<file path="config.mk">
export PLATFORM = sky130hd
export DESIGN_NAME = gap_friction_flag_hysteresis_top
export DESIGN_NICKNAME = d
export VERILOG_FILES = /design/src/rtl/gff_pkg.sv /design/src/rtl/gff_arith.sv /design/src/rtl/gap_friction_flag_hysteresis_top.sv
export SDC_FILE = /design/constraint.sdc
export NUM_CORES = 2
export LEC_CHECK = 0
export BUFFER_PORTS_ARGS = -buffer_cell sky130_fd_sc_hd__buf_2
export CORE_ASPECT_RATIO = 0.75
export CORE_UTILIZATION = 40
export CTS_BUF_LIST = sky130_fd_sc_hd__clkbuf_8
export DETAILED_ROUTE_END_ITERATION = 8
export RECOVER_POWER = 50
export SETUP_SLACK_MARGIN = 0.15
export SLEW_MARGIN = 20
export SYNTH_ARGS = -nofsm -noshare
export SYNTH_HDL_FRONTEND = slang
export SYNTH_SLANG_ARGS = --single-unit
export TNS_END_PERCENT = 50
</file>
<file path="constraint.sdc">
create_clock -name clk -period 11.05 [get_ports clk]
set_clock_uncertainty 0.15 [all_clocks]
set_input_delay 1.6575 -clock clk [delete_from_list [all_inputs] [get_ports clk]]
set_output_delay 1.6575 -clock clk [all_outputs]
set_load 0.05 [all_outputs]
</file>
<file path="src/rtl/gff_pkg.sv">
// ----------------------------------------------------------------------------
// gff_pkg
// Shared types and constants of the gap friction flag hysteresis block:
// sequencer states, arithmetic unit requests, modes, register indexes,
// stage codes and register reset values.
// ----------------------------------------------------------------------------
package gff_pkg;

  localparam int DATA_WIDTH = 32;
  localparam int FRAC_BITS  = 16;
  localparam int ER_FRAC    = 16;

  localparam logic [1:0] MODE_TRIAL  = 2'd0;
  localparam logic [1:0] MODE_COMMIT = 2'd1;
  localparam logic [1:0] MODE_REVERT = 2'd2;
  localparam logic [1:0] MODE_START  = 2'd3;

  localparam logic [2:0] CFG_SLIP_FORCE        = 3'd0;
  localparam logic [2:0] CFG_GAP_STIFFNESS     = 3'd1;
  localparam logic [2:0] CFG_GAP_WIDTH         = 3'd2;
  localparam logic [2:0] CFG_ACTIVATION_FORCE  = 3'd3;
  localparam logic [2:0] CFG_INITIAL_STIFFNESS = 3'd4;
  localparam logic [2:0] CFG_POST_STIFFNESS    = 3'd5;
  localparam logic [2:0] CFG_ENERGY_RATIO      = 3'd6;

  localparam logic [1:0] STAGE_GAP = 2'd1;
  localparam logic [1:0] STAGE_SC  = 2'd2;

  localparam logic [30:0] RST_SLIP_FORCE        = 31'd65536;
  localparam logic [30:0] RST_GAP_STIFFNESS     = 31'd65536;
  localparam logic [30:0] RST_GAP_WIDTH         = 31'd65536;
  localparam logic [30:0] RST_ACTIVATION_FORCE  = 31'd65536;
  localparam logic [30:0] RST_INITIAL_STIFFNESS = 31'd65536;
  localparam logic [30:0] RST_POST_STIFFNESS    = 31'd6554;
  localparam logic [16:0] RST_ENERGY_RATIO      = 17'd32768;

  typedef enum logic [1:0] {
    OP_MULF,
    OP_MULQ,
    OP_DIV
  } arith_op_t;

  typedef struct packed {
    logic      start;
    arith_op_t op;
  } arith_req_t;

  typedef enum logic [4:0] {
    ST_IDLE,
    ST_R_SLIP,
    ST_R_SLIPW,
    ST_R_UYW,
    ST_R_AW,
    ST_R_ALW,
    ST_R_MW,
    ST_R_C,
    ST_R_CW,
    ST_R_TW,
    ST_T_D,
    ST_T_CASE,
    ST_T_PREP1,
    ST_T_PREP2,
    ST_FR_START,
    ST_FR_MW,
    ST_FR_CLAMP,
    ST_FL_START,
    ST_FL_M1W,
    ST_FL_M2W,
    ST_FL_M3W,
    ST_FL_K,
    ST_FL_SEL,
    ST_SUB_END,
    ST_T_TAN,
    ST_T_TANW,
    ST_OUT
  } state_t;

endpackage

</file>
<file path="src/rtl/gff_arith.sv">
// ----------------------------------------------------------------------------
// gff_arith
// Bit-serial arithmetic unit: shifted saturating multiply, one multiplier
// bit per cycle, and saturating fixed-point divide, one quotient bit per
// cycle. Results truncate toward zero.
// ----------------------------------------------------------------------------
module gff_arith #(
  parameter int DATA_WIDTH = gff_pkg::DATA_WIDTH,
  parameter int FRAC_BITS  = gff_pkg::FRAC_BITS
) (
  input  logic                         clk,
  input  logic                         rst,
  input  gff_pkg::arith_req_t          req,
  input  logic signed [DATA_WIDTH-1:0] opa,
  input  logic signed [DATA_WIDTH-1:0] opb,
  output logic                         done,
  output logic signed [DATA_WIDTH-1:0] res
);

  localparam int W  = DATA_WIDTH;
  localparam int F  = FRAC_BITS;
  localparam int NW = W + F;
  localparam int CW = $clog2(NW);
  localparam logic [W-1:0] VMAX = {1'b0, {(W-1){1'b1}}};
  localparam logic [W-1:0] VMIN = {1'b1, {(W-1){1'b0}}};

  logic                run;
  logic                fin;
  logic                dz;
  logic                neg;
  logic                asign;
  logic                azero;
  gff_pkg::arith_op_t  op;
  logic [W-1:0]        xm;
  logic [W-1:0]        acc;
  logic [NW-1:0]       sr;
  logic [W-1:0]        rem;
  logic [CW-1:0]       cnt;

  logic [W-1:0]        mag_a;
  logic [W-1:0]        mag_b;
  logic [W:0]          msum;
  logic [W:0]          rtry;
  logic [W:0]          rdiff;
  logic                qbit;
  logic [CW-1:0]       last;
  logic [2*W-1:0]      prod;
  logic [2*W-1:0]      shv;
  logic                big;
  logic [W-1:0]        mag;
  logic [W-1:0]        res_next;

  assign mag_a = opa[W-1] ? W'(0) - opa : opa;
  assign mag_b = opb[W-1] ? W'(0) - opb : opb;
  assign msum  = {1'b0, acc} + {1'b0, (sr[0] ? xm : W'(0))};
  assign rtry  = {rem, sr[NW-1]};
  assign rdiff = rtry - {1'b0, xm};
  assign qbit  = !rdiff[W];
  assign last  = (op == gff_pkg::OP_DIV) ? CW'(NW - 1) : CW'(W - 1);
  assign prod  = {acc, sr[W-1:0]};
  assign shv   = (op == gff_pkg::OP_MULF) ? (prod >> F) : (prod >> gff_pkg::ER_FRAC);

  always_comb begin
    if (op == gff_pkg::OP_DIV) begin
      big = |sr[NW-1:W-1];
      mag = sr[W-1:0];
    end else begin
      big = |shv[2*W-1:W-1];
      mag = shv[W-1:0];
    end
    if (dz) begin
      res_next = azero ? W'(0) : (asign ? VMIN : VMAX);
    end else if (big) begin
      res_next = neg ? VMIN : VMAX;
    end else if (neg) begin
      res_next = W'(0) - {1'b0, mag[W-2:0]};
    end else begin
      res_next = {1'b0, mag[W-2:0]};
    end
  end

  always_ff @(posedge clk) begin
    if (rst) begin
      run  <= 1'b0;
      fin  <= 1'b0;
      done <= 1'b0;
    end else begin
      done <= 1'b0;
      if (req.start) begin
        op    <= req.op;
        neg   <= opa[W-1] ^ opb[W-1];
        asign <= opa[W-1];
        azero <= (opa == '0);
        dz    <= (req.op == gff_pkg::OP_DIV) && (opb == '0);
        cnt   <= '0;
        acc   <= '0;
        rem   <= '0;
        if (req.op == gff_pkg::OP_DIV) begin
          xm <= mag_b;
          sr <= {mag_a, F'(0)};
        end else begin
          xm <= mag_a;
          sr <= {F'(0), mag_b};
        end
        if ((req.op == gff_pkg::OP_DIV) && (opb == '0)) begin
          run <= 1'b0;
          fin <= 1'b1;
        end else begin
          run <= 1'b1;
          fin <= 1'b0;
        end
      end else if (run) begin
        if (op == gff_pkg::OP_DIV) begin
          rem <= qbit ? rdiff[W-1:0] : rtry[W-1:0];
          sr  <= {sr[NW-2:0], qbit};
        end else begin
          acc        <= msum[W:1];
          sr[W-1:0]  <= {msum[0], sr[W-1:1]};
        end
        cnt <= cnt + 1'b1;
        if (cnt == last) begin
          run <= 1'b0;
          fin <= 1'b1;
        end
      end else if (fin) begin
        fin  <= 1'b0;
        done <= 1'b1;
        res  <= res_next;
      end
    end
  end

endmodule

</file>
<file path="src/rtl/gap_friction_flag_hysteresis_top.sv">
// ----------------------------------------------------------------------------
// gap_friction_flag_hysteresis_top
// Uniaxial gap friction plus flag-shaped self-centering material step in
// signed fixed point, sequenced over one bit-serial multiply/divide unit.
// ----------------------------------------------------------------------------
// One item is in work at a time. Commit, revert and revert-to-start items
// go straight to the output. A trial item runs up to one friction multiply,
// three flag multiplies and the secant divide through the shared bit-serial
// unit; a step that stays inside one stage runs only one of the friction and
// flag sub-steps, and a step that does not move runs none of them. After
// reset and after every register write the block recomputes the slip offset
// and the flag constants (four divides and three multiplies), stalling input
// meanwhile.
// ----------------------------------------------------------------------------
module gap_friction_flag_hysteresis_top #(
  parameter int DATA_WIDTH = gff_pkg::DATA_WIDTH,
  parameter int FRAC_BITS  = gff_pkg::FRAC_BITS
) (
  input  logic               clk,
  input  logic               rst,
  input  logic               cfg_write,
  input  logic [2:0]         cfg_index,
  input  logic [30:0]        cfg_data,
  input  logic               in_valid,
  output logic               in_stall,
  input  logic [1:0]         mode,
  input  logic signed [31:0] strain,
  output logic               out_valid,
  input  logic               out_stall,
  output logic signed [31:0] stress,
  output logic signed [31:0] tangent,
  output logic [1:0]         stage
);

  localparam int W  = DATA_WIDTH;
  localparam int XW = (W > 32) ? W : 32;
  localparam logic signed [W-1:0]  VMAX   = {1'b0, {(W-1){1'b1}}};
  localparam logic signed [W-1:0]  VMIN   = {1'b1, {(W-1){1'b0}}};
  localparam logic signed [XW-1:0] VMAX_X = XW'(VMAX);
  localparam logic signed [XW-1:0] VMIN_X = XW'(VMIN);
  localparam logic signed [XW-1:0] O_MAX  = XW'(32'sh7fffffff);
  localparam logic signed [XW-1:0] O_MIN  = XW'(-32'sh80000000);
  localparam logic signed [W-1:0]  ONE    =
    (FRAC_BITS >= DATA_WIDTH - 1) ? VMAX : (W'(1) << FRAC_BITS);

  function automatic logic signed [W-1:0] sat_add(input logic signed [W-1:0] a,
                                                  input logic signed [W-1:0] b);
    logic [W:0] s;
    s = {a[W-1], a} + {b[W-1], b};
    if (s[W] != s[W-1]) return s[W] ? VMIN : VMAX;
    return s[W-1:0];
  endfunction

  function automatic logic signed [W-1:0] sat_sub(input logic signed [W-1:0] a,
                                                  input logic signed [W-1:0] b);
    logic [W:0] s;
    s = {a[W-1], a} - {b[W-1], b};
    if (s[W] != s[W-1]) return s[W] ? VMIN : VMAX;
    return s[W-1:0];
  endfunction

  function automatic logic signed [W-1:0] neg_sat(input logic signed [W-1:0] a);
    return (a == VMIN) ? VMAX : -a;
  endfunction

  function automatic logic signed [W-1:0] from_reg(input logic [30:0] v);
    logic signed [XW-1:0] e;
    e = XW'(v);
    return (e > VMAX_X) ? VMAX : e[W-1:0];
  endfunction

  function automatic logic signed [31:0] to_out(input logic signed [W-1:0] v);
    logic signed [XW-1:0] e;
    e = XW'(v);
    if (e > O_MAX) return 32'sh7fffffff;
    if (e < O_MIN) return -32'sh80000000;
    return e[31:0];
  endfunction

  function automatic logic signed [W-1:0] from_in(input logic signed [31:0] v);
    logic signed [XW-1:0] e;
    e = XW'(v);
    if (e > VMAX_X) return VMAX;
    if (e < VMIN_X) return VMIN;
    return e[W-1:0];
  endfunction

  gff_pkg::state_t      state;
  gff_pkg::state_t      state_next;

  logic [30:0]          slip_force;
  logic [30:0]          gap_stiffness;
  logic [30:0]          gap_width;
  logic [30:0]          activation_force;
  logic [30:0]          initial_stiffness;
  logic [30:0]          post_stiffness;
  logic [16:0]          energy_ratio;

  logic signed [W-1:0]  committed_disp;
  logic signed [W-1:0]  committed_force;
  logic signed [W-1:0]  committed_tangent;
  logic [1:0]           committed_stage;
  logic signed [W-1:0]  trial_disp;
  logic signed [W-1:0]  trial_force;
  logic signed [W-1:0]  trial_tangent;
  logic [1:0]           trial_stage;
  logic signed [W-1:0]  slip_offset;

  logic signed [W-1:0]  uy;
  logic signed [W-1:0]  al;
  logic signed [W-1:0]  a_sc;
  logic signed [W-1:0]  m_sc;
  logic signed [W-1:0]  c_sc;
  logic signed [W-1:0]  top_sc;

  logic signed [W-1:0]  x_in;
  logic signed [W-1:0]  d_inc;
  logic signed [W-1:0]  s_u0;
  logic signed [W-1:0]  s_du;
  logic signed [W-1:0]  s_f0;
  logic                 s_flag;
  logic signed [W-1:0]  op2_u0;
  logic signed [W-1:0]  op2_du;
  logic                 op2_flag;
  logic                 two_ops;
  logic                 second;
  logic signed [W-1:0]  u_fl;
  logic signed [W-1:0]  fp;
  logic signed [W-1:0]  k1u;
  logic signed [W-1:0]  k2u;
  logic signed [W-1:0]  e1;
  logic signed [W-1:0]  e2;
  logic signed [W-1:0]  sres;

  logic signed [W-1:0]  g;
  logic signed [W-1:0]  ng;
  logic signed [W-1:0]  ks;
  logic signed [W-1:0]  k1;
  logic signed [W-1:0]  k2;
  logic signed [W-1:0]  f2;
  logic signed [W-1:0]  es;
  logic signed [W-1:0]  nes;
  logic signed [W-1:0]  init_tan;
  logic signed [W-1:0]  er_term;
  logic signed [18:0]   er_raw;
  logic signed [W-1:0]  off_calc;
  logic signed [W-1:0]  nal;
  logic signed [W-1:0]  nuy;
  logic signed [W-1:0]  flag_res;
  logic                 in_gap;
  logic                 cs2;
  logic                 dpos;
  logic                 spos;
  logic                 cfg_hit;
  logic                 slot;
  logic                 take;

  gff_pkg::arith_req_t  a_req;
  logic signed [W-1:0]  a_opa;
  logic signed [W-1:0]  a_opb;
  logic                 a_done;
  logic signed [W-1:0]  a_res;

  gff_arith #(
    .DATA_WIDTH (DATA_WIDTH),
    .FRAC_BITS  (FRAC_BITS)
  ) u_arith (
    .clk  (clk),
    .rst  (rst),
    .req  (a_req),
    .opa  (a_opa),
    .opb  (a_opb),
    .done (a_done),
    .res  (a_res)
  );

  assign g        = from_reg(gap_width);
  assign ng       = neg_sat(g);
  assign ks       = from_reg(gap_stiffness);
  assign k1       = from_reg(initial_stiffness);
  assign k2       = from_reg(post_stiffness);
  assign f2       = from_reg(activation_force);
  assign es       = (gap_width == '0) ? f2 : from_reg(slip_force);
  assign nes      = neg_sat(es);
  assign init_tan = (gap_width != '0) ? ks : k1;
  assign er_raw   = 19'sd65536 - $signed({1'b0, energy_ratio, 1'b0});
  assign er_term  = W'(er_raw);
  assign off_calc = sat_sub(g, a_res);
  assign nal      = neg_sat(al);
  assign nuy      = neg_sat(uy);
  assign in_gap   = (x_in >= ng) && (x_in <= g);
  assign cs2      = (committed_stage == gff_pkg::STAGE_SC);
  assign dpos     = !d_inc[W-1];
  assign spos     = !s_du[W-1];
  assign cfg_hit  = cfg_write && (cfg_index <= gff_pkg::CFG_ENERGY_RATIO);
  assign slot     = !out_valid || !out_stall;
  assign take     = in_valid && !in_stall;
  assign in_stall = (state != gff_pkg::ST_IDLE);

  always_comb begin
    if (spos) begin
      if ((u_fl < nal) && (fp > e1)) begin
        flag_res = e1;
      end else if ((nal <= u_fl) && (u_fl <= uy) && (fp > k1u)) begin
        flag_res = k1u;
      end else if ((u_fl > al) && (fp > e2)) begin
        flag_res = e2;
      end else begin
        flag_res = fp;
      end
    end else begin
      if ((u_fl > al) && (fp < e1)) begin
        flag_res = e1;
      end else if ((nuy <= u_fl) && (u_fl <= al) && (fp < k1u)) begin
        flag_res = k1u;
      end else if ((u_fl < nal) && (fp < e2)) begin
        flag_res = e2;
      end else begin
        flag_res = fp;
      end
    end
  end

  always_comb begin
    state_next = state;
    case (state)
      gff_pkg::ST_IDLE: begin
        if (in_valid) begin
          state_next = (mode == gff_pkg::MODE_TRIAL) ? gff_pkg::ST_T_D : gff_pkg::ST_OUT;
        end
      end
      gff_pkg::ST_R_SLIP:   state_next = gff_pkg::ST_R_SLIPW;
      gff_pkg::ST_R_SLIPW:  if (a_done) state_next = gff_pkg::ST_R_UYW;
      gff_pkg::ST_R_UYW:    if (a_done) state_next = gff_pkg::ST_R_AW;
      gff_pkg::ST_R_AW:     if (a_done) state_next = gff_pkg::ST_R_ALW;
      gff_pkg::ST_R_ALW:    if (a_done) state_next = gff_pkg::ST_R_MW;
      gff_pkg::ST_R_MW:     if (a_done) state_next = gff_pkg::ST_R_C;
      gff_pkg::ST_R_C:      state_next = gff_pkg::ST_R_CW;
      gff_pkg::ST_R_CW:     if (a_done) state_next = gff_pkg::ST_R_TW;
      gff_pkg::ST_R_TW:     if (a_done) state_next = gff_pkg::ST_IDLE;
      gff_pkg::ST_T_D:      state_next = gff_pkg::ST_T_CASE;
      gff_pkg::ST_T_CASE: begin
        state_next = (d_inc == '0) ? gff_pkg::ST_OUT : gff_pkg::ST_T_PREP1;
      end
      gff_pkg::ST_T_PREP1:  state_next = gff_pkg::ST_T_PREP2;
      gff_pkg::ST_T_PREP2: begin
        state_next = s_flag ? gff_pkg::ST_FL_START : gff_pkg::ST_FR_START;
      end
      gff_pkg::ST_FR_START: begin
        state_next = (s_du == '0) ? gff_pkg::ST_SUB_END : gff_pkg::ST_FR_MW;
      end
      gff_pkg::ST_FR_MW:    if (a_done) state_next = gff_pkg::ST_FR_CLAMP;
      gff_pkg::ST_FR_CLAMP: state_next = gff_pkg::ST_SUB_END;
      gff_pkg::ST_FL_START: begin
        state_next = (s_du == '0) ? gff_pkg::ST_SUB_END : gff_pkg::ST_FL_M1W;
      end
      gff_pkg::ST_FL_M1W:   if (a_done) state_next = gff_pkg::ST_FL_M2W;
      gff_pkg::ST_FL_M2W:   if (a_done) state_next = gff_pkg::ST_FL_M3W;
      gff_pkg::ST_FL_M3W:   if (a_done) state_next = gff_pkg::ST_FL_K;
      gff_pkg::ST_FL_K:     state_next = gff_pkg::ST_FL_SEL;
      gff_pkg::ST_FL_SEL:   state_next = gff_pkg::ST_SUB_END;
      gff_pkg::ST_SUB_END: begin
        if (two_ops && !second) begin
          state_next = op2_flag ? gff_pkg::ST_FL_START : gff_pkg::ST_FR_START;
        end else begin
          state_next = gff_pkg::ST_T_TAN;
        end
      end
      gff_pkg::ST_T_TAN:    state_next = gff_pkg::ST_T_TANW;
      gff_pkg::ST_T_TANW:   if (a_done) state_next = gff_pkg::ST_OUT;
      gff_pkg::ST_OUT:      if (slot) state_next = gff_pkg::ST_IDLE;
      default:              state_next = gff_pkg::ST_IDLE;
    endcase
    if (cfg_hit) state_next = gff_pkg::ST_R_SLIP;
  end

  always_comb begin
    a_req.start = 1'b0;
    a_req.op    = gff_pkg::OP_DIV;
    a_opa       = '0;
    a_opb       = '0;
    case (state)
      gff_pkg::ST_R_SLIP: begin
        a_req.start = 1'b1;
        a_opa = es;
        a_opb = ks;
      end
      gff_pkg::ST_R_SLIPW: begin
        a_req.start = a_done;
        a_opa = f2;
        a_opb = k1;
      end
      gff_pkg::ST_R_UYW: begin
        a_req.start = a_done;
        a_req.op    = gff_pkg::OP_MULQ;
        a_opa = f2;
        a_opb = er_term;
      end
      gff_pkg::ST_R_AW: begin
        a_req.start = a_done;
        a_opa = a_res;
        a_opb = k1;
      end
      gff_pkg::ST_R_ALW: begin
        a_req.start = a_done;
        a_opa = k2;
        a_opb = k1;
      end
      gff_pkg::ST_R_C: begin
        a_req.start = 1'b1;
        a_req.op    = gff_pkg::OP_MULF;
        a_opa = a_sc;
        a_opb = m_sc;
      end
      gff_pkg::ST_R_CW: begin
        a_req.start = a_done;
        a_req.op    = gff_pkg::OP_MULF;
        a_opa = k2;
        a_opb = uy;
      end
      gff_pkg::ST_FR_START: begin
        a_req.start = (s_du != '0);
        a_req.op    = gff_pkg::OP_MULF;
        a_opa = s_du;
        a_opb = ks;
      end
      gff_pkg::ST_FL_START: begin
        a_req.start = (s_du != '0);
        a_req.op    = gff_pkg::OP_MULF;
        a_opa = s_du;
        a_opb = k1;
      end
      gff_pkg::ST_FL_M1W: begin
        a_req.start = a_done;
        a_req.op    = gff_pkg::OP_MULF;
        a_opa = k1;
        a_opb = u_fl;
      end
      gff_pkg::ST_FL_M2W: begin
        a_req.start = a_done;
        a_req.op    = gff_pkg::OP_MULF;
        a_opa = k2;
        a_opb = u_fl;
      end
      gff_pkg::ST_T_TAN: begin
        a_req.start = 1'b1;
        a_opa = sat_sub(trial_force, committed_force);
        a_opb = d_inc;
      end
      default: ;
    endcase
  end

  always_ff @(posedge clk) begin
    if (rst) begin
      state             <= gff_pkg::ST_R_SLIP;
      out_valid         <= 1'b0;
      slip_force        <= gff_pkg::RST_SLIP_FORCE;
      gap_stiffness     <= gff_pkg::RST_GAP_STIFFNESS;
      gap_width         <= gff_pkg::RST_GAP_WIDTH;
      activation_force  <= gff_pkg::RST_ACTIVATION_FORCE;
      initial_stiffness <= gff_pkg::RST_INITIAL_STIFFNESS;
      post_stiffness    <= gff_pkg::RST_POST_STIFFNESS;
      energy_ratio      <= gff_pkg::RST_ENERGY_RATIO;
      committed_disp    <= '0;
      committed_force   <= '0;
      committed_tangent <= (gff_pkg::RST_GAP_WIDTH != '0) ?
                           from_reg(gff_pkg::RST_GAP_STIFFNESS) :
                           from_reg(gff_pkg::RST_INITIAL_STIFFNESS);
      committed_stage   <= gff_pkg::STAGE_GAP;
      trial_disp        <= '0;
      trial_force       <= '0;
      trial_tangent     <= (gff_pkg::RST_GAP_WIDTH != '0) ?
                           from_reg(gff_pkg::RST_GAP_STIFFNESS) :
                           from_reg(gff_pkg::RST_INITIAL_STIFFNESS);
      trial_stage       <= gff_pkg::STAGE_GAP;
    end else begin
      state <= state_next;
      if (cfg_write) begin
        case (cfg_index)
          gff_pkg::CFG_SLIP_FORCE:        slip_force        <= cfg_data;
          gff_pkg::CFG_GAP_STIFFNESS:     gap_stiffness     <= cfg_data;
          gff_pkg::CFG_GAP_WIDTH:         gap_width         <= cfg_data;
          gff_pkg::CFG_ACTIVATION_FORCE:  activation_force  <= cfg_data;
          gff_pkg::CFG_INITIAL_STIFFNESS: initial_stiffness <= cfg_data;
          gff_pkg::CFG_POST_STIFFNESS:    post_stiffness    <= cfg_data;
          gff_pkg::CFG_ENERGY_RATIO:      energy_ratio      <= cfg_data[16:0];
          default: ;
        endcase
      end
      if (out_valid && !out_stall) out_valid <= 1'b0;
      if ((state == gff_pkg::ST_OUT) && slot) out_valid <= 1'b1;
      case (state)
        gff_pkg::ST_IDLE: begin
          if (take) begin
            case (mode)
              gff_pkg::MODE_COMMIT: begin
                committed_disp    <= trial_disp;
                committed_force   <= trial_force;
                committed_tangent <= trial_tangent;
                committed_stage   <= trial_stage;
              end
              gff_pkg::MODE_REVERT: begin
                trial_disp    <= committed_disp;
                trial_force   <= committed_force;
                trial_tangent <= committed_tangent;
                trial_stage   <= committed_stage;
              end
              gff_pkg::MODE_START: begin
                committed_disp    <= '0;
                committed_force   <= '0;
                committed_tangent <= init_tan;
                committed_stage   <= gff_pkg::STAGE_GAP;
                trial_disp        <= '0;
                trial_force       <= '0;
                trial_tangent     <= init_tan;
                trial_stage       <= gff_pkg::STAGE_GAP;
              end
              default: ;
            endcase
          end
        end
        gff_pkg::ST_T_CASE: begin
          if (d_inc == '0) begin
            trial_disp    <= committed_disp;
            trial_force   <= committed_force;
            trial_tangent <= committed_tangent;
            trial_stage   <= committed_stage;
          end else begin
            trial_disp  <= x_in;
            trial_stage <= in_gap ? gff_pkg::STAGE_GAP : gff_pkg::STAGE_SC;
          end
        end
        gff_pkg::ST_SUB_END: begin
          if (!(two_ops && !second)) trial_force <= sres;
        end
        gff_pkg::ST_T_TANW: begin
          if (a_done) trial_tangent <= a_res;
        end
        default: ;
      endcase
    end
  end

  always_ff @(posedge clk) begin
    case (state)
      gff_pkg::ST_IDLE: begin
        if (take) x_in <= from_in(strain);
      end
      gff_pkg::ST_R_SLIPW: begin
        if (a_done) slip_offset <= off_calc[W-1] ? W'(0) : off_calc;
      end
      gff_pkg::ST_R_UYW: if (a_done) uy <= a_res;
      gff_pkg::ST_R_AW:  if (a_done) a_sc <= a_res;
      gff_pkg::ST_R_ALW: if (a_done) al <= a_res;
      gff_pkg::ST_R_MW:  if (a_done) m_sc <= sat_sub(ONE, a_res);
      gff_pkg::ST_R_CW:  if (a_done) c_sc <= a_res;
      gff_pkg::ST_R_TW:  if (a_done) top_sc <= sat_sub(f2, a_res);
      gff_pkg::ST_T_D: begin
        d_inc <= sat_sub(x_in, committed_disp);
      end
      gff_pkg::ST_T_PREP1: begin
        s_f0   <= committed_force;
        second <= 1'b0;
        if (!cs2 && (trial_stage == gff_pkg::STAGE_GAP)) begin
          s_flag  <= 1'b0;
          s_du    <= d_inc;
          two_ops <= 1'b0;
        end else if (!cs2) begin
          s_flag   <= 1'b0;
          s_du     <= dpos ? sat_sub(g, committed_disp) : sat_sub(ng, committed_disp);
          op2_u0   <= dpos ? sat_sub(g, slip_offset) : sat_sub(slip_offset, g);
          op2_flag <= 1'b1;
          two_ops  <= 1'b1;
        end else if (trial_stage == gff_pkg::STAGE_SC) begin
          s_flag  <= 1'b1;
          s_u0    <= committed_disp[W-1] ? sat_add(committed_disp, slip_offset) :
                                           sat_sub(committed_disp, slip_offset);
          s_du    <= d_inc;
          two_ops <= 1'b0;
        end else if (!dpos) begin
          s_flag   <= 1'b1;
          s_u0     <= sat_sub(committed_disp, slip_offset);
          s_du     <= sat_sub(g, committed_disp);
          op2_flag <= 1'b0;
          two_ops  <= 1'b1;
        end else begin
          s_flag   <= 1'b1;
          s_u0     <= sat_add(committed_disp, slip_offset);
          s_du     <= sat_sub(ng, committed_disp);
          op2_flag <= 1'b0;
          two_ops  <= 1'b1;
        end
      end
      gff_pkg::ST_T_PREP2: begin
        if (!cs2) begin
          op2_du <= sat_sub(d_inc, s_du);
        end else if (!dpos) begin
          op2_du <= sat_sub(x_in, g);
        end else begin
          op2_du <= sat_add(x_in, g);
        end
      end
      gff_pkg::ST_FR_START: begin
        if (s_du == '0) sres <= s_f0;
      end
      gff_pkg::ST_FR_MW: begin
        if (a_done) fp <= sat_add(s_f0, a_res);
      end
      gff_pkg::ST_FR_CLAMP: begin
        sres <= (fp > es) ? es : ((fp < nes) ? nes : fp);
      end
      gff_pkg::ST_FL_START: begin
        if (s_du == '0) sres <= s_f0;
        u_fl <= sat_add(s_u0, s_du);
      end
      gff_pkg::ST_FL_M1W: if (a_done) fp <= sat_add(s_f0, a_res);
      gff_pkg::ST_FL_M2W: if (a_done) k1u <= a_res;
      gff_pkg::ST_FL_M3W: if (a_done) k2u <= a_res;
      gff_pkg::ST_FL_K: begin
        e1 <= spos ? sat_sub(k2u, c_sc) : sat_add(k2u, c_sc);
        e2 <= spos ? sat_add(k2u, top_sc) : sat_sub(k2u, top_sc);
      end
      gff_pkg::ST_FL_SEL: sres <= flag_res;
      gff_pkg::ST_SUB_END: begin
        if (two_ops && !second) begin
          second <= 1'b1;
          s_f0   <= sres;
          s_u0   <= op2_u0;
          s_du   <= op2_du;
          s_flag <= op2_flag;
        end
      end
      gff_pkg::ST_OUT: begin
        if (slot) begin
          stress  <= to_out(trial_force);
          tangent <= to_out(trial_tangent);
          stage   <= trial_stage;
        end
      end
      default: ;
    endcase
  end

endmodule

</file>
Word-level counts from Yosys, hierarchy flattened. Index checks and enable logic that the tools add are counted.

Flip-flop bits (word level): 1337. Input bits: 73. Output and inout port bits: 68. Word-level logic and storage cells: 614.

$add $sub $neg: 31. Magnitude comparators: 23. Equal/unequal tests: 89. Mux-type cells: 313. Bitwise operators: 6. Reductions and logical operators: 92.

Operators by type and width (count): $mux W32 (134); $pmux W32 S2 (11); $sub A32 B32 Y33 (11); $pmux W32 S3 (3); $pmux W32 S8 (1); $add A32 B32 Y33 (7); $pmux W32 S7 (1); $gt A32 B32 Y1 (5); $le A32 B32 Y1 (5); $lt A32 B32 Y1 (5); $mux W48 (3); $pmux W5 S26 (1); $logic_not A32 Y1 (4); $mux W1 (122); $mux W5 (20); $eq A32 B32 Y1 const B (3); $gt A32 B32 Y1 const B (3); $lt A32 B32 Y1 const B (3); $mux W31 (3); $neg A31 Y32 (2); $neg A32 Y32 (2); $sub A1 B32 Y32 const A (2); $sub A31 B31 Y32 (2); $eq A5 B5 Y1 const B (11); other kinds (53) (190).

Longest topological paths before layout.
Word-level depth: 15. Gate-level depth with buffers: 35. Depth with buffers taken out: 27.

Cells and area by module. Synthesis repeated with hierarchy kept, for this count alone.

Cells, all modules: 12636. Area, all modules: 107232.8 um^2.

By module, submodules not included: gap_friction_flag_hysteresis_top (instances 1, cells each 11103, area an instance 92931.6 um^2, seq. area each 30359.1 um^2); gff_arith (instances 1, cells each 1533, area an instance 14301.2 um^2, seq. area each 5705.5 um^2).

Worst setup path before layout. Ideal clock, no wire load.

Path kind: register to register. From: reg gap_width[1]. To: reg sres[2], data pin. Setup time: 0.262 ns. Arrival time: 7.256 ns. Data required time: 10.638 ns. Slack: 3.382 ns. Cell stages (with the launch flop): 33. Period minus slack after synthesis: 7.668 ns. Path through: dfxtp_1 > inv_1 > ha_1 > or4b_1 > nor4_4 > nand3_1 > buf_6 > buf_4 > buf_2 > buf_1 > clkbuf_1 > buf_1 > nor2_1 > a21oi_1 > ha_1 > and2_0 > and2_1 > o21ai_0 > xor2_1 > ha_1 > a21o_1 > a21o_1 > a21oi_1 > o21ai_0 > o21ai_0 > a211oi_1 > o41ai_1 > clkbuf_1 > clkbuf_1 > clkbuf_1 > mux2i_1 > o32ai_1 > nand3b_1.

Longest elaborated chain between the ends: 8.

RTL lines: from (decl) (line gap_friction_flag_hysteresis_top.sv:93) `logic [30:0] gap_width;`; from (signal assigned) (line gap_friction_flag_hysteresis_top.sv:360) `gap_width <= gff_pkg::RST_GAP_WIDTH;`; from (signal assigned) (line gap_friction_flag_hysteresis_top.sv:383) `gff_pkg::CFG_GAP_WIDTH: gap_width <= cfg_data;`; $logic_not A31 Y1 (*) (line gap_friction_flag_hysteresis_top.sv:183) `assign es = (gap_width == '0) ? f2 : from_reg(slip_force);`; $mux W31 (*) (line gap_friction_flag_hysteresis_top.sv:183); $neg A31 Y32 / $eq A32 B32 Y1 (equally long branches) (line gap_friction_flag_hysteresis_top.sv:63) `return (a == VMIN) ? VMAX : -a;`; $mux W32 (line gap_friction_flag_hysteresis_top.sv:63); $lt A32 B32 Y1 (line gap_friction_flag_hysteresis_top.sv:511) `sres <= (fp > es) ? es : ((fp < nes) ? nes : fp);`; $mux W32 (line gap_friction_flag_hysteresis_top.sv:511); $mux W32 (*) (line gap_friction_flag_hysteresis_top.sv:511); $pmux W32 S3 (*) (line gap_friction_flag_hysteresis_top.sv:446) `case (state)`; to (signal assigned) (line gap_friction_flag_hysteresis_top.sv:511); to (signal assigned) (line gap_friction_flag_hysteresis_top.sv:524) `gff_pkg::ST_FL_SEL: sres <= flag_res;`; to (decl) (line gap_friction_flag_hysteresis_top.sv:133) `logic signed [W-1:0] sres;`.

Mark *: on every way between the ends. The rest lies on a longest branch, timed or not. A chain may end at the register's enable or synchronous reset.

Worst setup path after layout.
From: in rst. To: reg trial_force[20].

RTL lines: from (decl) (line gap_friction_flag_hysteresis_top.sv:20) `input logic rst,`; to (signal assigned) (line gap_friction_flag_hysteresis_top.sv:405) `trial_force <= committed_force;`; to (signal assigned) (line gap_friction_flag_hysteresis_top.sv:426) `trial_force <= committed_force;`; to (signal assigned) (line gap_friction_flag_hysteresis_top.sv:435) `if (!(two_ops && !second)) trial_force <= sres;`; to (decl) (line gap_friction_flag_hysteresis_top.sv:104) `logic signed [W-1:0] trial_force;`.

No word-level cell between the ends.

==> metrics.md <==
| Metric | Value |
|---|---|
| Run status | complete, but fails checks |
| Violated checks | design-rule violations, max-capacitance violations, max-slew violations |
| Switching part of the total | a little over two fifths |
| Slew HR | -159% |
| Drt pass-1 iters | 9 |
| Antenna violations before repair | 64 |
| Dominant cells by area after synthesis | edfxtp_1 (26%), ha_1 (12%), dfxtp_1 (7.7%) |
| # rows | 163 |
| Critical path's slowest cell | clkbuf_1 |
| Cell Int Power | 12.0 mW |
| Worst slack at placement | 2.20 ns |
| Final hold slack | between 0.3 and 0.4 ns |
| RD Place Congestion | between 1 and 1.5 |
| Post-synth EDFFs | 929 |
| Yosys warning count | 0 |
| DR vias | around 100k |
| CTS tree | built |
| Final hold vios | 0 |
| Sequential cell area fraction in the yosys report | 33.9% |
| Die X-Extent | ~600 um |
| H-tree levels | 4 |
| Syn Std Cell Area | 106000 um2 |
| Share of layout cells above drive strength 1 | 6.51% |
| Total Neg Setup Slack | 0 ns |
| Clk sink count | 1337 |
| Max-cap violations | 64 |
| Upper clock frequency limit | 0.102 GHz |
| CP Cell Sequence | dlymetal6s4s_1 > clkbuf_1 > clkbuf_1 > nor2_1 |
| Io pins | 141 |
| Reg-to-reg endpoint | sres[1] |
| DP Wirelength | 385000 um |
| Crit-path max cell delay | 2.81 ns |
| WL final | 500000 um |
| Drt drc | 7 |
| Seq cells post-synth | roughly 1300 |
| Area leader, netlist | edfxtp_1 |
| CP Class | in -> reg |
| Fin crit period | 9.77 ns |
| Hold Path Sink | gap_stiffness[11] |
| Critical Path Fanout Max | 94 |
| Pin count of the biggest net entering global routing | 131 |
| Final setup margin | 1.28 ns |
| Startpoint types | input port |
| R2r startpoint | gap_width[1] |
| Largest Register | u_arith.sr |
| First-pass GRT wire length | 691000 um |
| Synth top cells by count | a21oi_1 (1441), nor2_1 (1114), nand2_1 (1104) |
| Lkg Pwr | 46.4 nW |
| Power Density | 178 nW/um2 |
| Area added between synthesis and finish | 9.12% |
| Core region area | 263000 um2 |
| Post-DRT Antenna Nets | 0 |
| CTS Buffer Depth | 4 |
| Synth unique cells | around 100 |
| PortBufs | 140 |
| Vias/cell | 6.31 |
| Crit. End Element | flip-flop |
| CP dominant cell by count | clkbuf_1 |
| RSZ-0062 raised after global routing | no |
| Worst hold stages | 2 |
| Gate power share | 41.2% |
| Synth Net Count | 13700 |
| Final setup viols | 0 |
| Critical Path RT | about 12 ns |
| Top-count cell post-synth | a21oi_1 |
| Overflow left after global routing | 0 |
| Root Buffer | clkbuf_8 |
| Skew-Pair Late Insertion Delay | 1.09 ns |
| Die area | 268000 um2 |
| Wire length per cell | 30.7 um |
| Final Max Slew Viols | 1777 |
| Slew @ Worst Pin | approximately 3.9 ns |
| Peak supply drop | 0.240 mV |
| Ys flop type | edfxtp_1 |
| Fraction of registers with async set/reset | 0% |
| # Post-CTS Setup Buffers | 0 |
| Mean Syn Cell Area | 8.44 um2 |
| CTS buffer count | 236 |
| Bufs and invs on worst path | 3 |
| Period utilisation layout | 88.4% |
| Clk pwr share | 25.8% |
| Synth Instances | around 13000 |
| Gr usage total | 35.9% |
| Number of global-route vias before repair | 90500 |
| Hold Path Class | reg -> reg |
| R2r worst-path depth | 24 |
| CTS Hold Bufs | 0 |
| Max reg flops | 48 |
| Top cell type's share of synthesized area | a little over a quarter |
| Starting Density | 40.3% |
| Placed Area | between 100000 and 150000 um2 |
| Seq pwr share | 33.0% |
| Final #Nets | 13600 |
| Die Height | 448 um |
| Worst EP arrival | 10.37 ns |
| Total net switching power | 8.67 mW |
| Clk slew on worst S/H paths | around 0.06 ns |
| CP delay by family, top | buffers and inverters |
| Min-Delay Startpoint | gap_stiffness[11] |
| Flop-to-flop setup slack | about 2 ns |
| # resized after CTS | 0 |
| Final instance area | 116000 um2 |
| 1st-iter DRT viols | 16700 |
==> layout by cell type (no fill, tap or decap), types with 191 or more instances in the layout <==
cell      synthesis  final
nand2_1        1104   1101
mux2i_1         214    214
a21o_1          351    350
nor2_1         1114   1101
a211oi_1        220    217
inv_1           814    869
nand3_1         276    273
xor2_1          191    191
a21oi_1        1441   1437
dfxtp_1         408    408
o21ai_0         694    691
edfxtp_1        929    929
clkbuf_8          0    280
xnor2_1         502    499
ha_1            991    991
nor3_1          276    272
==> layer usage <==
layer	vias up	share of wire (%)	global-route usage, %
li1	45700	-	-
met1	49200	43	51.4
met2	6727	37	46.3
met3	1079	15	14.6
met4	14	4.8	15.4
met5	-	0.028	0.357
==> how the worst max path moves through the flow <==
stage | cells after the start | to | startpoint
2_1_floorplan | 32 | sres[2] | gap_width[1]
5_1_grt | 4 | trial_force[20] | rst
4_1_cts | 24 | sres[1] | gap_width[1]
6_report | 4 | trial_force[20] | rst
3_3_place_gp | 24 | sres[1] | gap_width[1]
3_5_place_dp | 24 | sres[1] | gap_width[1]
==> per-stage QoR <==
stage | power [mW] | utilization, % | instances
global placement | 15.0 | 42.1 | 15800
finish | 20.6 | 44.0 | 16300
floorplan | 12.2 | - | 12600
global route | 21.5 | 44.0 | 16200
detailed placement | 15.0 | 42.1 | 15800
CTS | 20.3 | 44.1 | 16200
==> cells by family after synthesis <==
family / share of synthesized area [%]
adders and majority gates: 12.3
AOI/OAI and AO/OA: 23.3
and+or+nand+nor: 16.9
muxes: 2.35
buffers and inverters: 5.51
DFF: 33.9
xor gates and xnor gates: 5.71
==> worst register-to-register path: stages, from the launching register on <==
cell,delay (ns)
dfxtp_1,0.47
inv_1,0.42
ha_1,0.33
or4b_1,0.55
nor4_4,0.46
nand3_4,0.64
o21ai_0,0.68
inv_1,0.10
ha_1,0.37
and2_0,0.35
and2_1,0.27
xnor2_1,0.14
ha_1,0.31
and4_1,0.24
a221oi_1,0.58
o21ai_0,0.22
o21ai_0,0.44
a211oi_1,0.16
o41ai_2,0.32
buf_4,0.69
mux2_2,0.46
nor2_1,0.08
a21oi_1,0.05
a221oi_1,0.26
o21ai_0,0.13
==> layout make-up <==
class                   count  area, um2
clock buffers             280       3850
inverters                 817       3070
well taps                3547       4440
fillers                 26500     148000
diodes                     46        115
repair buffers            388       2290
multi-input cells        9696      64800
clock inverters           154       1350
flip-flops and latches   1337      36100
==> power groups by stage <==
stage	Sequential, mW	Combinational, mW	Clock (mW)
final	6.81	8.51	5.32
after global routing	6.83	9.07	5.55
after CTS	6.76	8.18	5.34
after detailed placement	6.86	8.15	0
after global placement	6.86	8.14	0
after floorplan	6.58	5.64	0
Note: power is estimated with default switching activity, not from simulation.
